[src/rtl/core/differential_drive_move_regulator_macros.svh]
// Assertion macros for the differential drive move regulator.
// Included by the top level; needs no other file.
`ifndef DIFFERENTIAL_DRIVE_MOVE_REGULATOR_MACROS_SVH
`define DIFFERENTIAL_DRIVE_MOVE_REGULATOR_MACROS_SVH

// Same-cycle implication, disabled during reset.
`define DDMR_ASSERT_NOW(label, clk, rst_n, ante, cons, msg) \
  label: assert property (@(posedge clk) disable iff (!rst_n) (ante) |-> (cons)) \
    else $error(msg);

// Next-cycle implication, disabled during reset.
`define DDMR_ASSERT_NEXT(label, clk, rst_n, ante, cons, msg) \
  label: assert property (@(posedge clk) disable iff (!rst_n) (ante) |=> (cons)) \
    else $error(msg);

`endif

[src/rtl/core/ddmr_pkg.sv]
// Package for the differential drive move regulator.
// Holds codes, sequencer states and fixed field widths; depends on nothing.
`default_nettype none

package ddmr_pkg;

  localparam int GOAL_W       = 32;
  localparam int ENC_PORT_W   = 32;
  localparam int GAIN_W       = 7;
  localparam int RAMP_W       = 16;
  localparam int FB_W         = 11;
  localparam int MUL_B_W      = FB_W + 1;
  localparam int CFG_W        = 16;
  localparam int CFG_IDX_W    = 2;
  localparam int SPEED_W      = 8;
  localparam int PREV_SPEED_W = 16;

  localparam int SPEED_MAX      = 127;
  localparam int SPEED_MIN      = -128;
  localparam int PREV_SPEED_MAX = 32767;
  localparam int PREV_SPEED_MIN = -32768;

  // Feedback is a fraction of 1024.
  localparam int FB_FRAC_BITS = 10;
  localparam int FB_UNITY     = 1024;
  localparam int FB_ROUND     = FB_UNITY - 1;

  localparam logic [GAIN_W-1:0] GAIN_RESET = GAIN_W'(50);
  localparam logic [RAMP_W-1:0] RAMP_RESET = RAMP_W'(1000);
  localparam logic [FB_W-1:0]   FB_RESET   = FB_W'(400);

  typedef enum logic [1:0] {
    ACT_START = 2'd0,
    ACT_POLL  = 2'd1,
    ACT_STOP  = 2'd2,
    ACT_NONE  = 2'd3
  } action_t;

  typedef enum logic [1:0] {
    MV_IDLE    = 2'd0,
    MV_FORWARD = 2'd1,
    MV_TURNING = 2'd2
  } move_state_t;

  typedef enum logic [CFG_IDX_W-1:0] {
    REG_SPEED_GAIN    = 2'd0,
    REG_RAMP_DISTANCE = 2'd1,
    REG_FORWARD_FB    = 2'd2,
    REG_TURNING_FB    = 2'd3
  } cfg_reg_t;

  typedef enum logic [3:0] {
    SQ_IDLE,
    SQ_SUM,
    SQ_DIST,
    SQ_NEAR,
    SQ_MULN,
    SQ_DIV,
    SQ_MULC,
    SQ_MULP,
    SQ_CHECK,
    SQ_SAT,
    SQ_DONE
  } seq_state_t;

endpackage

`default_nettype wire

[src/rtl/core/differential_drive_move_regulator.sv]
// Differential drive move regulator: position P controller for a two-wheel base.
// Depends on ddmr_pkg and differential_drive_move_regulator_macros.svh.
//
//   channel | direction | handshake          | payload
//   in_     | input     | in_valid/in_ready   | action, move_mode, target, two encoders
//   out_    | output    | out_valid/out_ready | speeds_sent, speed_one, speed_two, idle
//   cfg_    | input     | cfg_wr_en           | cfg_index, cfg_data
//
// A poll of an active move steps through SUM, DIST, NEAR, MULN, DIV, MULC, MULP, CHECK and SAT
// before the result register; the restoring divider in DIV gives one quotient bit a cycle.
// Start, stop, no-op items and polls while idle write the result register on acceptance.
// The block takes the next item once its result is in the output register.
// A stalled output only holds a finished result in the sequencer until the register frees.
// Reset is synchronous and restores the configuration defaults and an idle move.
`default_nettype none

module differential_drive_move_regulator #(
  parameter int ENCODER_BITS = 32
) (
  input  wire logic                                   clk,
  input  wire logic                                   rst_n,
  input  wire logic                                   in_valid,
  output logic                                        in_ready,
  input  wire logic [1:0]                             in_action,
  input  wire logic                                   in_move_mode,
  input  wire logic signed [ddmr_pkg::GOAL_W-1:0]     in_target_ticks,
  input  wire logic signed [ddmr_pkg::ENC_PORT_W-1:0] in_encoder_one,
  input  wire logic signed [ddmr_pkg::ENC_PORT_W-1:0] in_encoder_two,
  output logic                                        out_valid,
  input  wire logic                                   out_ready,
  output logic                                        out_speeds_sent,
  output logic signed [ddmr_pkg::SPEED_W-1:0]         out_speed_one,
  output logic signed [ddmr_pkg::SPEED_W-1:0]         out_speed_two,
  output logic                                        out_idle,
  input  wire logic                                   cfg_wr_en,
  input  wire logic [ddmr_pkg::CFG_IDX_W-1:0]         cfg_index,
  input  wire logic [ddmr_pkg::CFG_W-1:0]             cfg_data
);

  `include "differential_drive_move_regulator_macros.svh"

  localparam int EB    = ENCODER_BITS;
  localparam int MW    = EB + 1;                      // motion and imbalance
  localparam int DW    = ddmr_pkg::GOAL_W + 2;        // remaining distance
  localparam int NW    = MW;                          // nearer of the two magnitudes
  localparam int AW    = MW + 1;                      // multiplier operand A
  localparam int PW    = AW + ddmr_pkg::MUL_B_W;      // product
  localparam int QW    = NW + ddmr_pkg::GAIN_W;       // dividend and quotient
  localparam int VW    = QW + 2;                      // signed ramp speed
  localparam int CW    = PW - ddmr_pkg::FB_FRAC_BITS; // correction
  localparam int SW    = VW + 1;                      // speed plus correction
  localparam int RW    = ddmr_pkg::RAMP_W;
  localparam int CNT_W = (QW > 1) ? $clog2(QW) : 1;
  localparam int OW    = ddmr_pkg::SPEED_W;
  localparam int PSW   = ddmr_pkg::PREV_SPEED_W;

  localparam logic signed [SW-1:0] S8_HI  = SW'(ddmr_pkg::SPEED_MAX);
  localparam logic signed [SW-1:0] S8_LO  = SW'(ddmr_pkg::SPEED_MIN);
  localparam logic signed [VW-1:0] S16_HI = VW'(ddmr_pkg::PREV_SPEED_MAX);
  localparam logic signed [VW-1:0] S16_LO = VW'(ddmr_pkg::PREV_SPEED_MIN);

  // Sequencer
  ddmr_pkg::seq_state_t state_r, state_nxt;
  logic in_fire, out_load;

  // Configuration
  logic [ddmr_pkg::GAIN_W-1:0] gain_r;
  logic [RW-1:0]               ramp_r;
  logic [ddmr_pkg::FB_W-1:0]   ffb_r, tfb_r;

  // Move state
  ddmr_pkg::move_state_t   move_r;
  logic signed [ddmr_pkg::GOAL_W-1:0] goal_r;
  logic [EB-1:0]           start1_r, start2_r;
  logic signed [PSW-1:0]   prev_speed_r;
  logic signed [MW-1:0]    prev_imb_r;

  // Working registers of one poll
  logic                    fwd_r;
  logic [EB-1:0]           d1_r, d2_r;
  logic signed [MW-1:0]    motion_r, imb_r;
  logic signed [DW-1:0]    dist_r;
  logic                    dist_pos_r, dist_zero_r;
  logic [NW-1:0]           near_r;
  logic [QW-1:0]           q_r;
  logic [RW-1:0]           rem_r;
  logic [CNT_W-1:0]        cnt_r;
  logic signed [PW-1:0]    prod_r;
  logic signed [VW-1:0]    v_r;
  logic signed [CW-1:0]    c_r;
  logic signed [SW-1:0]    diff_r, sum_r;
  logic                    stop_r;

  // Result waiting for the output register
  logic                    res_sent_r, res_idle_r;
  logic signed [OW-1:0]    res_s1_r, res_s2_r;

  // Output register
  logic                    out_valid_r, out_sent_r, out_idle_r;
  logic signed [OW-1:0]    out_s1_r, out_s2_r;

  // ---------------------------------------------------------------------------
  // Shared multiplier and datapath helpers

  logic [ddmr_pkg::FB_W-1:0]       fb_eff;
  logic signed [AW-1:0]            mul_a;
  logic signed [ddmr_pkg::MUL_B_W-1:0] mul_b;
  logic signed [PW-1:0]            mul_p;

  always_comb begin
    fb_eff = fwd_r ? ffb_r : tfb_r;
    if (fb_eff == '0) begin
      fb_eff = ddmr_pkg::FB_W'(1);
    end
    unique case (state_r)
      ddmr_pkg::SQ_MULN: begin
        mul_a = $signed({1'b0, near_r});
        mul_b = $signed(ddmr_pkg::MUL_B_W'(gain_r));
      end
      ddmr_pkg::SQ_MULC: begin
        mul_a = AW'(imb_r);
        mul_b = $signed(ddmr_pkg::MUL_B_W'(fb_eff));
      end
      default: begin
        mul_a = AW'(prev_imb_r);
        mul_b = $signed(ddmr_pkg::MUL_B_W'(fb_eff));
      end
    endcase
    mul_p = mul_a * mul_b;
  end

  // Motion and imbalance from the two deltas; the mode swaps sum and difference.
  logic signed [MW-1:0] dsum, ddif;
  assign dsum = MW'($signed(d1_r)) + MW'($signed(d2_r));
  assign ddif = MW'($signed(d1_r)) - MW'($signed(d2_r));

  logic signed [DW-1:0] mot_ext;
  logic [DW-1:0]        dist_mag, mot_mag;
  assign mot_ext  = DW'(motion_r);
  assign dist_mag = dist_r[DW-1] ? DW'(-dist_r) : DW'(dist_r);
  assign mot_mag  = mot_ext[DW-1] ? DW'(-mot_ext) : DW'(mot_ext);

  // One restoring division step.
  logic [RW-1:0] divisor;
  logic [RW:0]   rem_sh;
  logic          div_ge;
  assign divisor = (ramp_r == '0) ? RW'(1) : ramp_r;
  assign rem_sh  = {rem_r, q_r[QW-1]};
  assign div_ge  = rem_sh >= {1'b0, divisor};

  // Correction truncated toward zero.
  logic signed [PW-1:0] prod_biased;
  assign prod_biased = prod_r + (prod_r[PW-1] ? PW'(ddmr_pkg::FB_ROUND) : PW'(0));

  logic prev_small;
  assign prev_small = (prev_speed_r == PSW'(0)) || (prev_speed_r == PSW'(1))
                   || (prev_speed_r == PSW'(-1));

  logic signed [SW-1:0] side2;
  logic signed [OW-1:0] s1_sat, s2_sat;
  logic signed [PSW-1:0] v_sat;

  always_comb begin
    side2 = fwd_r ? sum_r : -sum_r;
    if (diff_r > S8_HI) begin
      s1_sat = OW'(ddmr_pkg::SPEED_MAX);
    end else if (diff_r < S8_LO) begin
      s1_sat = OW'(ddmr_pkg::SPEED_MIN);
    end else begin
      s1_sat = diff_r[OW-1:0];
    end
    if (side2 > S8_HI) begin
      s2_sat = OW'(ddmr_pkg::SPEED_MAX);
    end else if (side2 < S8_LO) begin
      s2_sat = OW'(ddmr_pkg::SPEED_MIN);
    end else begin
      s2_sat = side2[OW-1:0];
    end
    if (v_r > S16_HI) begin
      v_sat = PSW'(ddmr_pkg::PREV_SPEED_MAX);
    end else if (v_r < S16_LO) begin
      v_sat = PSW'(ddmr_pkg::PREV_SPEED_MIN);
    end else begin
      v_sat = v_r[PSW-1:0];
    end
  end

  // ---------------------------------------------------------------------------
  // Sequencer

  always_ff @(posedge clk) begin
    if (!rst_n) begin
      state_r <= ddmr_pkg::SQ_IDLE;
    end else begin
      state_r <= state_nxt;
    end
  end

  always_comb begin
    state_nxt = state_r;
    in_ready  = 1'b0;
    out_load  = 1'b0;
    unique case (state_r)
      ddmr_pkg::SQ_IDLE: begin
        in_ready = 1'b1;
        if (in_valid) begin
          if ((ddmr_pkg::action_t'(in_action) == ddmr_pkg::ACT_POLL)
              && (move_r != ddmr_pkg::MV_IDLE)) begin
            state_nxt = ddmr_pkg::SQ_SUM;
          end else begin
            state_nxt = ddmr_pkg::SQ_DONE;
          end
        end
      end
      ddmr_pkg::SQ_SUM:   state_nxt = ddmr_pkg::SQ_DIST;
      ddmr_pkg::SQ_DIST:  state_nxt = ddmr_pkg::SQ_NEAR;
      ddmr_pkg::SQ_NEAR:  state_nxt = ddmr_pkg::SQ_MULN;
      ddmr_pkg::SQ_MULN:  state_nxt = ddmr_pkg::SQ_DIV;
      ddmr_pkg::SQ_DIV: begin
        if (cnt_r == CNT_W'(QW - 1)) begin
          state_nxt = ddmr_pkg::SQ_MULC;
        end
      end
      ddmr_pkg::SQ_MULC:  state_nxt = ddmr_pkg::SQ_MULP;
      ddmr_pkg::SQ_MULP:  state_nxt = ddmr_pkg::SQ_CHECK;
      ddmr_pkg::SQ_CHECK: state_nxt = ddmr_pkg::SQ_SAT;
      ddmr_pkg::SQ_SAT:   state_nxt = ddmr_pkg::SQ_DONE;
      ddmr_pkg::SQ_DONE: begin
        if (!out_valid_r || out_ready) begin
          out_load  = 1'b1;
          state_nxt = ddmr_pkg::SQ_IDLE;
        end
      end
      default: state_nxt = ddmr_pkg::SQ_IDLE;
    endcase
  end

  assign in_fire = in_valid && in_ready;

  // ---------------------------------------------------------------------------
  // Configuration registers

  always_ff @(posedge clk) begin
    if (!rst_n) begin
      gain_r <= ddmr_pkg::GAIN_RESET;
      ramp_r <= ddmr_pkg::RAMP_RESET;
      ffb_r  <= ddmr_pkg::FB_RESET;
      tfb_r  <= ddmr_pkg::FB_RESET;
    end else if (cfg_wr_en) begin
      unique case (ddmr_pkg::cfg_reg_t'(cfg_index))
        ddmr_pkg::REG_SPEED_GAIN:    gain_r <= cfg_data[ddmr_pkg::GAIN_W-1:0];
        ddmr_pkg::REG_RAMP_DISTANCE: ramp_r <= cfg_data[RW-1:0];
        ddmr_pkg::REG_FORWARD_FB:    ffb_r  <= cfg_data[ddmr_pkg::FB_W-1:0];
        ddmr_pkg::REG_TURNING_FB:    tfb_r  <= cfg_data[ddmr_pkg::FB_W-1:0];
        default: ;
      endcase
    end
  end

  // ---------------------------------------------------------------------------
  // Move state

  always_ff @(posedge clk) begin
    if (!rst_n) begin
      move_r       <= ddmr_pkg::MV_IDLE;
      goal_r       <= '0;
      start1_r     <= '0;
      start2_r     <= '0;
      prev_speed_r <= '0;
      prev_imb_r   <= '0;
    end else if (in_fire) begin
      unique case (ddmr_pkg::action_t'(in_action))
        ddmr_pkg::ACT_START: begin
          move_r   <= in_move_mode ? ddmr_pkg::MV_TURNING : ddmr_pkg::MV_FORWARD;
          goal_r   <= in_target_ticks;
          start1_r <= in_encoder_one[EB-1:0];
          start2_r <= in_encoder_two[EB-1:0];
        end
        ddmr_pkg::ACT_STOP: move_r <= ddmr_pkg::MV_IDLE;
        default: ;
      endcase
    end else if (state_r == ddmr_pkg::SQ_SAT) begin
      if (stop_r) begin
        move_r <= ddmr_pkg::MV_IDLE;
      end else begin
        prev_speed_r <= v_sat;
        prev_imb_r   <= imb_r;
      end
    end
  end

  // ---------------------------------------------------------------------------
  // Poll datapath, one step per sequencer state

  always_ff @(posedge clk) begin
    unique case (state_r)
      ddmr_pkg::SQ_IDLE: begin
        d1_r  <= in_encoder_one[EB-1:0] - start1_r;
        d2_r  <= in_encoder_two[EB-1:0] - start2_r;
        fwd_r <= (move_r == ddmr_pkg::MV_FORWARD);
      end
      ddmr_pkg::SQ_SUM: begin
        motion_r <= fwd_r ? dsum : ddif;
        imb_r    <= fwd_r ? ddif : dsum;
      end
      ddmr_pkg::SQ_DIST: begin
        dist_r <= DW'(goal_r) - DW'(motion_r);
      end
      ddmr_pkg::SQ_NEAR: begin
        near_r      <= (dist_mag < mot_mag) ? dist_mag[NW-1:0] : mot_mag[NW-1:0];
        dist_pos_r  <= !dist_r[DW-1] && (dist_r != '0);
        dist_zero_r <= (dist_r == '0);
      end
      ddmr_pkg::SQ_MULN: begin
        q_r   <= mul_p[QW-1:0];
        rem_r <= '0;
        cnt_r <= '0;
      end
      ddmr_pkg::SQ_DIV: begin
        rem_r <= div_ge ? RW'(rem_sh - {1'b0, divisor}) : rem_sh[RW-1:0];
        q_r   <= {q_r[QW-2:0], div_ge};
        cnt_r <= cnt_r + CNT_W'(1);
      end
      ddmr_pkg::SQ_MULC: begin
        // The negated speed -(q+1) is the complement of q.
        v_r    <= dist_pos_r ? $signed(VW'(q_r) + VW'(1)) : $signed(~VW'(q_r));
        prod_r <= mul_p;
      end
      ddmr_pkg::SQ_MULP: begin
        c_r    <= prod_biased[PW-1:ddmr_pkg::FB_FRAC_BITS];
        prod_r <= mul_p;
      end
      ddmr_pkg::SQ_CHECK: begin
        // Imbalance at most 1024/feedback, tested as imbalance*feedback <= 1024.
        // Any negative imbalance passes.
        stop_r <= dist_zero_r && prev_small
               && (prev_imb_r[MW-1] || (prod_r <= $signed(PW'(ddmr_pkg::FB_UNITY))));
        diff_r <= SW'(v_r) - SW'(c_r);
        sum_r  <= SW'(v_r) + SW'(c_r);
      end
      default: ;
    endcase
  end

  // ---------------------------------------------------------------------------
  // Result of the current item

  always_ff @(posedge clk) begin
    if (in_fire) begin
      res_s1_r <= '0;
      res_s2_r <= '0;
      unique case (ddmr_pkg::action_t'(in_action))
        ddmr_pkg::ACT_START: begin
          res_sent_r <= 1'b0;
          res_idle_r <= 1'b0;
        end
        ddmr_pkg::ACT_STOP: begin
          res_sent_r <= 1'b1;
          res_idle_r <= 1'b1;
        end
        default: begin
          res_sent_r <= 1'b0;
          res_idle_r <= (move_r == ddmr_pkg::MV_IDLE);
        end
      endcase
    end else if (state_r == ddmr_pkg::SQ_SAT) begin
      res_sent_r <= 1'b1;
      res_idle_r <= stop_r;
      res_s1_r   <= stop_r ? OW'(0) : s1_sat;
      res_s2_r   <= stop_r ? OW'(0) : s2_sat;
    end
  end

  // ---------------------------------------------------------------------------
  // Output register

  always_ff @(posedge clk) begin
    if (!rst_n) begin
      out_valid_r <= 1'b0;
    end else if (out_load) begin
      out_valid_r <= 1'b1;
    end else if (out_ready) begin
      out_valid_r <= 1'b0;
    end
  end

  always_ff @(posedge clk) begin
    if (out_load) begin
      out_sent_r <= res_sent_r;
      out_idle_r <= res_idle_r;
      out_s1_r   <= res_s1_r;
      out_s2_r   <= res_s2_r;
    end
  end

  assign out_valid       = out_valid_r;
  assign out_speeds_sent = out_sent_r;
  assign out_idle        = out_idle_r;
  assign out_speed_one   = out_s1_r;
  assign out_speed_two   = out_s2_r;

  // ---------------------------------------------------------------------------
  // Assertions

  `DDMR_ASSERT_NEXT(a_busy_after_accept, clk, rst_n, in_fire, !in_ready,
    "input accepted while an item is still in work")
  `DDMR_ASSERT_NOW(a_quiet_zero, clk, rst_n, out_valid_r && !out_sent_r,
    (out_s1_r == '0) && (out_s2_r == '0), "nonzero speeds on a result that sends none")
  `DDMR_ASSERT_NOW(a_idle_zero, clk, rst_n, out_valid_r && out_sent_r && out_idle_r,
    (out_s1_r == '0) && (out_s2_r == '0), "nonzero speeds on a result that halts")
  `DDMR_ASSERT_NEXT(a_load_from_done, clk, rst_n, out_load, out_valid_r,
    "result register not loaded")

endmodule

`default_nettype wire

[config.mk]
export PLATFORM = sky130hd
export DESIGN_NAME = differential_drive_move_regulator
export DESIGN_NICKNAME = d
export VERILOG_FILES = /design/src/rtl/core/ddmr_pkg.sv /design/src/rtl/core/differential_drive_move_regulator.sv
export VERILOG_INCLUDE_DIRS = /design/src /design/src/rtl/core
export SDC_FILE = /design/constraint.sdc
export NUM_CORES = 2
export LEC_CHECK = 0
export BUFFER_PORTS_ARGS = -buffer_cell sky130_fd_sc_hd__buf_4
export CORE_MARGIN = 2
export CORE_UTILIZATION = 53
export DETAILED_ROUTE_END_ITERATION = 7
export GPL_TIMING_DRIVEN = 0
export PLACE_DENSITY = 0.69
export SYNTH_ARGS = -nofsm -noshare
export SYNTH_HDL_FRONTEND = slang
export SYNTH_SLANG_ARGS = --single-unit
[constraint.sdc]
create_clock -name clk -period 8.6 [get_ports clk]
set_input_delay 1.72 -clock clk [delete_from_list [all_inputs] [get_ports clk]]
set_output_delay 1.72 -clock clk [all_outputs]
set_load 0.005 [all_outputs]
==> results.md <==
- Outcome: finished clean
- Compound-Gate Fraction of Synth Area: 0.147
- Gp weighted congestion: 0.960
- Drt pass-1 iters: 6
- Clock Skew: 0.0491 ns
- Root Driver: clkbuf_16
- Nets: 7372
- Syn_nets: 7115
- Die Area: 110000 um2
- Fin crit share: 0.991
- Setup violations, final: 0
- Largest stage delay, worst path: 0.92 ns
- Maximum clock rate: 117 MHz
- CP Buf/Inv Count: 6
- Die Width: 332 um
- Initial antenna violation count: 3
- Most used flip-flop cell after synthesis: edfxtp_1
- Critical Path Fanout Max: 10
- Total track usage: 0.285
- DRC violations left: 0
- DRT iter0 DRCs: 3120
- Total number of vias: 45200
- Synth Area per Inst: 9.11 um2
- Async set or reset register ratio after synthesis: 0
- Worst VDD drop: 0.272 mV
- Routed vias/inst: 5.66
- Critical path class: reg -> reg
- Share of cells above drive strength 1: 0.0717
- Synthesis Warnings: 0
- H-Tree Depth: 3
- WHS: 0.421 ns
- Worst path top cell family by delay: adder cells
- Post-synthesis register bit count: 704
- Floorplan row count: 120
- Synth Area in XOR/XNOR: 0.0662
- Post-Synth Simple-Gate Area: 0.158
- Post-DRT Antenna Nets: 0
- Hold crit path type: reg -> reg
- Die Y: 332 um
- Dpl hpwl: 130000 um
- Clk slew on worst S/H paths: 0.06 ns
- Synth top area cells: edfxtp_1, fa_1, ha_1, dfxtp_1, nand2_1
- Hold Path Origin: res_sent_r
- Post-Place Cell Area: 60300 um2
- Non-Filler Instances: 7991
- Synthesized-area fraction occupied by adder cells: 0.205
- Initial core utilization: 0.533
- Overflow after GRT: 0
- Tmin final: 8.52 ns
- Area growth, synth to finish: 11.2%
- WP data arrival: 8.94 ns
- First-pass GRT wire length: 247000 um
- Post-synth EDFFs: 491
- WL/cell: 19.9 um
- Core area: 107000 um2
- Final instance area: 63400 um2
- IO Count: 142
- Slew Viols, Final: 0
- Worst r2r src: state_r[2]
- Worst Setup End Kind: register
- Largest family of logic cells by synthesized area: adder cells
- Crit. Startpoint: state_r[2]
- Syn Inst Count: 6258
- Pin count of the biggest net entering global routing: 66
- TritonCTS clock tree: done
- Synth unique cells: 94
- Leak: 26.1 nW
- Num CTS Buffers: 81
- Clk_lat worst skew: 0.69 ns
- Sink Count: 704
- Hold Vio Cnt, Final: 0
- Vias in the first global route: 44300
- Crit-path slowest cell: o21ai_0
- Max-Cap Viols: 0
- PwrDens: 270 nW/um2
- Worst-Margin Slew: 1.17 ns
- Seq/Total Area, Yosys: 0.333
- IO buf count: 140
- Post-synth top area share: 0.259
- Yosys top cell by area: edfxtp_1
- Worst setup SP type: register
- Cells after DPL: 7827
- Multiplexer area fraction after synthesis: 0.0253
- Mapped cell area: 57000 um2
- Max clock buf depth: 3
- CP most frequent cell: fa_1
- Slew HR: 0.218
- Required @ worst endpoint: 9.02 ns
- Final WL: 159000 um
## synth_stat cells, drive strengths merged (70+ instances only)
master,number
xnor2,299
nand4,70
mux2i,115
a21o,94
nor2,365
nand3,91
ha,404
inv,739
nor3,93
clkbuf,220
a21boi,176
o21ai,270
nor4,73
a21oi,350
xor2,132
nor2b,100
edfxtp,491
fa,331
nand2,920
dfxtp,213
## what timing repair did
item | 4_1_cts | 5_1_grt
pin swaps | 2 | 4
setup endpoints to repair | 70 | 19
buffers inserted | 9 | 2
resized for setup | 56 | 70
hold buffers | 0 | 0
## cells by family (layout without fill, tap and decap cells)
family	Yosys count	count (layout)
and+or+nand+nor	1959	1959
AOI/OAI and AO/OA	1295	1295
buffers and inverters	992	1317
adders and majority gates	735	735
DFF	704	704
xor gates and xnor gates	431	431
muxes	141	141
other	1	6
## layout make-up
type | instances | area [um2]
Fill cell | 9369 | 43500
Multi-Input combinational cell | 4562 | 34500
Sequential cell | 704 | 19000
Inverter | 743 | 2800
Clock buffer | 104 | 2190
Tap cell | 1403 | 1760
Timing Repair Buffer | 177 | 1520
Buffer | 246 | 1050
Clock inverter | 47 | 602
Antenna cell | 5 | 12.5
## state kept, by name, indices dropped and copies added, names as in the netlist, 11 cells and up
signal        flops
c_r              36
ramp_r           16
prev_imb_r       33
ffb_r            11
dist_r           34
tfb_r            11
start2_r         32
q_r              40
prod_r           46
rem_r            16
v_r              42
near_r           33
sum_r            42
start1_r         32
diff_r           43
imb_r            32
motion_r         33
prev_speed_r     16
d1_r             32
d2_r             32
goal_r           32
## per-layer routing
| metal | GRT usage | routed length, um | share of wire |
|---|---|---|---|
| met5 | 0 | 0 | 0 |
| met4 | 0.140 | 8870 | 0.056 |
| met3 | 0.0360 | 8480 | 0.053 |
| met2 | 0.502 | 78100 | 0.49 |
| met1 | 0.345 | 63400 | 0.40 |
## power breakdown
part           leakage, nW  internal [mW]  switching (mW)
logic                 18.5           2.97            5.16
clock network         1.36           2.10            1.48
registers             6.26           4.81           0.587
## stage by stage
stage	setup TNS, ns	utilization	setup WS (ns)	power [mW]
floorplan	0	-	0.703	10.7
global placement	-236.64	0.560	-3.07	13.2
detailed placement	-108.12	0.564	-2.52	13.4
CTS	0	0.592	0.00316	17.0
global route	-0.00438	0.593	-0.00438	18.1
finish	0	0.593	0.0779	17.1
## worst register-to-register path, delay by kind of cell, from the launching register on
| kind | cells | cell delay, ns |
|---|---|---|
| xor+xnor | 1 | 0.15 |
| fa+ha+maj | 6 | 2.96 |
| compound gates | 7 | 2.00 |
| flops | 1 | 0.43 |
| simple gates | 5 | 1.56 |
| buf+inv | 6 | 1.14 |
## final timing paths
check	to	slack, ns	cells past startpoint
max	prod_r[44]	0.08	25
min	out_speeds_sent	0.42	0
max reg2reg	prod_r[44]	0.08	25
min reg2reg	out_speeds_sent	0.42	0
## cell usage in the layout (no fill, tap or decap), types with 37 or more instances in the layout
cell / instances
nor2_1: 359
nand4_1: 70
xor2_1: 132
nand2_1: 920
and2_1: 37
ha_1: 404
o21ai_0: 251
inv_1: 738
nand2b_1: 60
clkbuf_1: 197
o211ai_1: 41
nor3_1: 84
fa_1: 331
nand3_1: 91
nor4_1: 68
buf_4: 155
o21bai_1: 41
a21boi_0: 175
o21a_1: 51
clkbuf_16: 82
a21oi_1: 347
edfxtp_1: 491
a31oi_1: 40
dfxtp_1: 212
a21o_1: 94
nor2b_1: 99
xnor2_1: 299
mux2i_1: 114
o31ai_1: 45
Note: power is estimated with default switching activity, not from simulation.
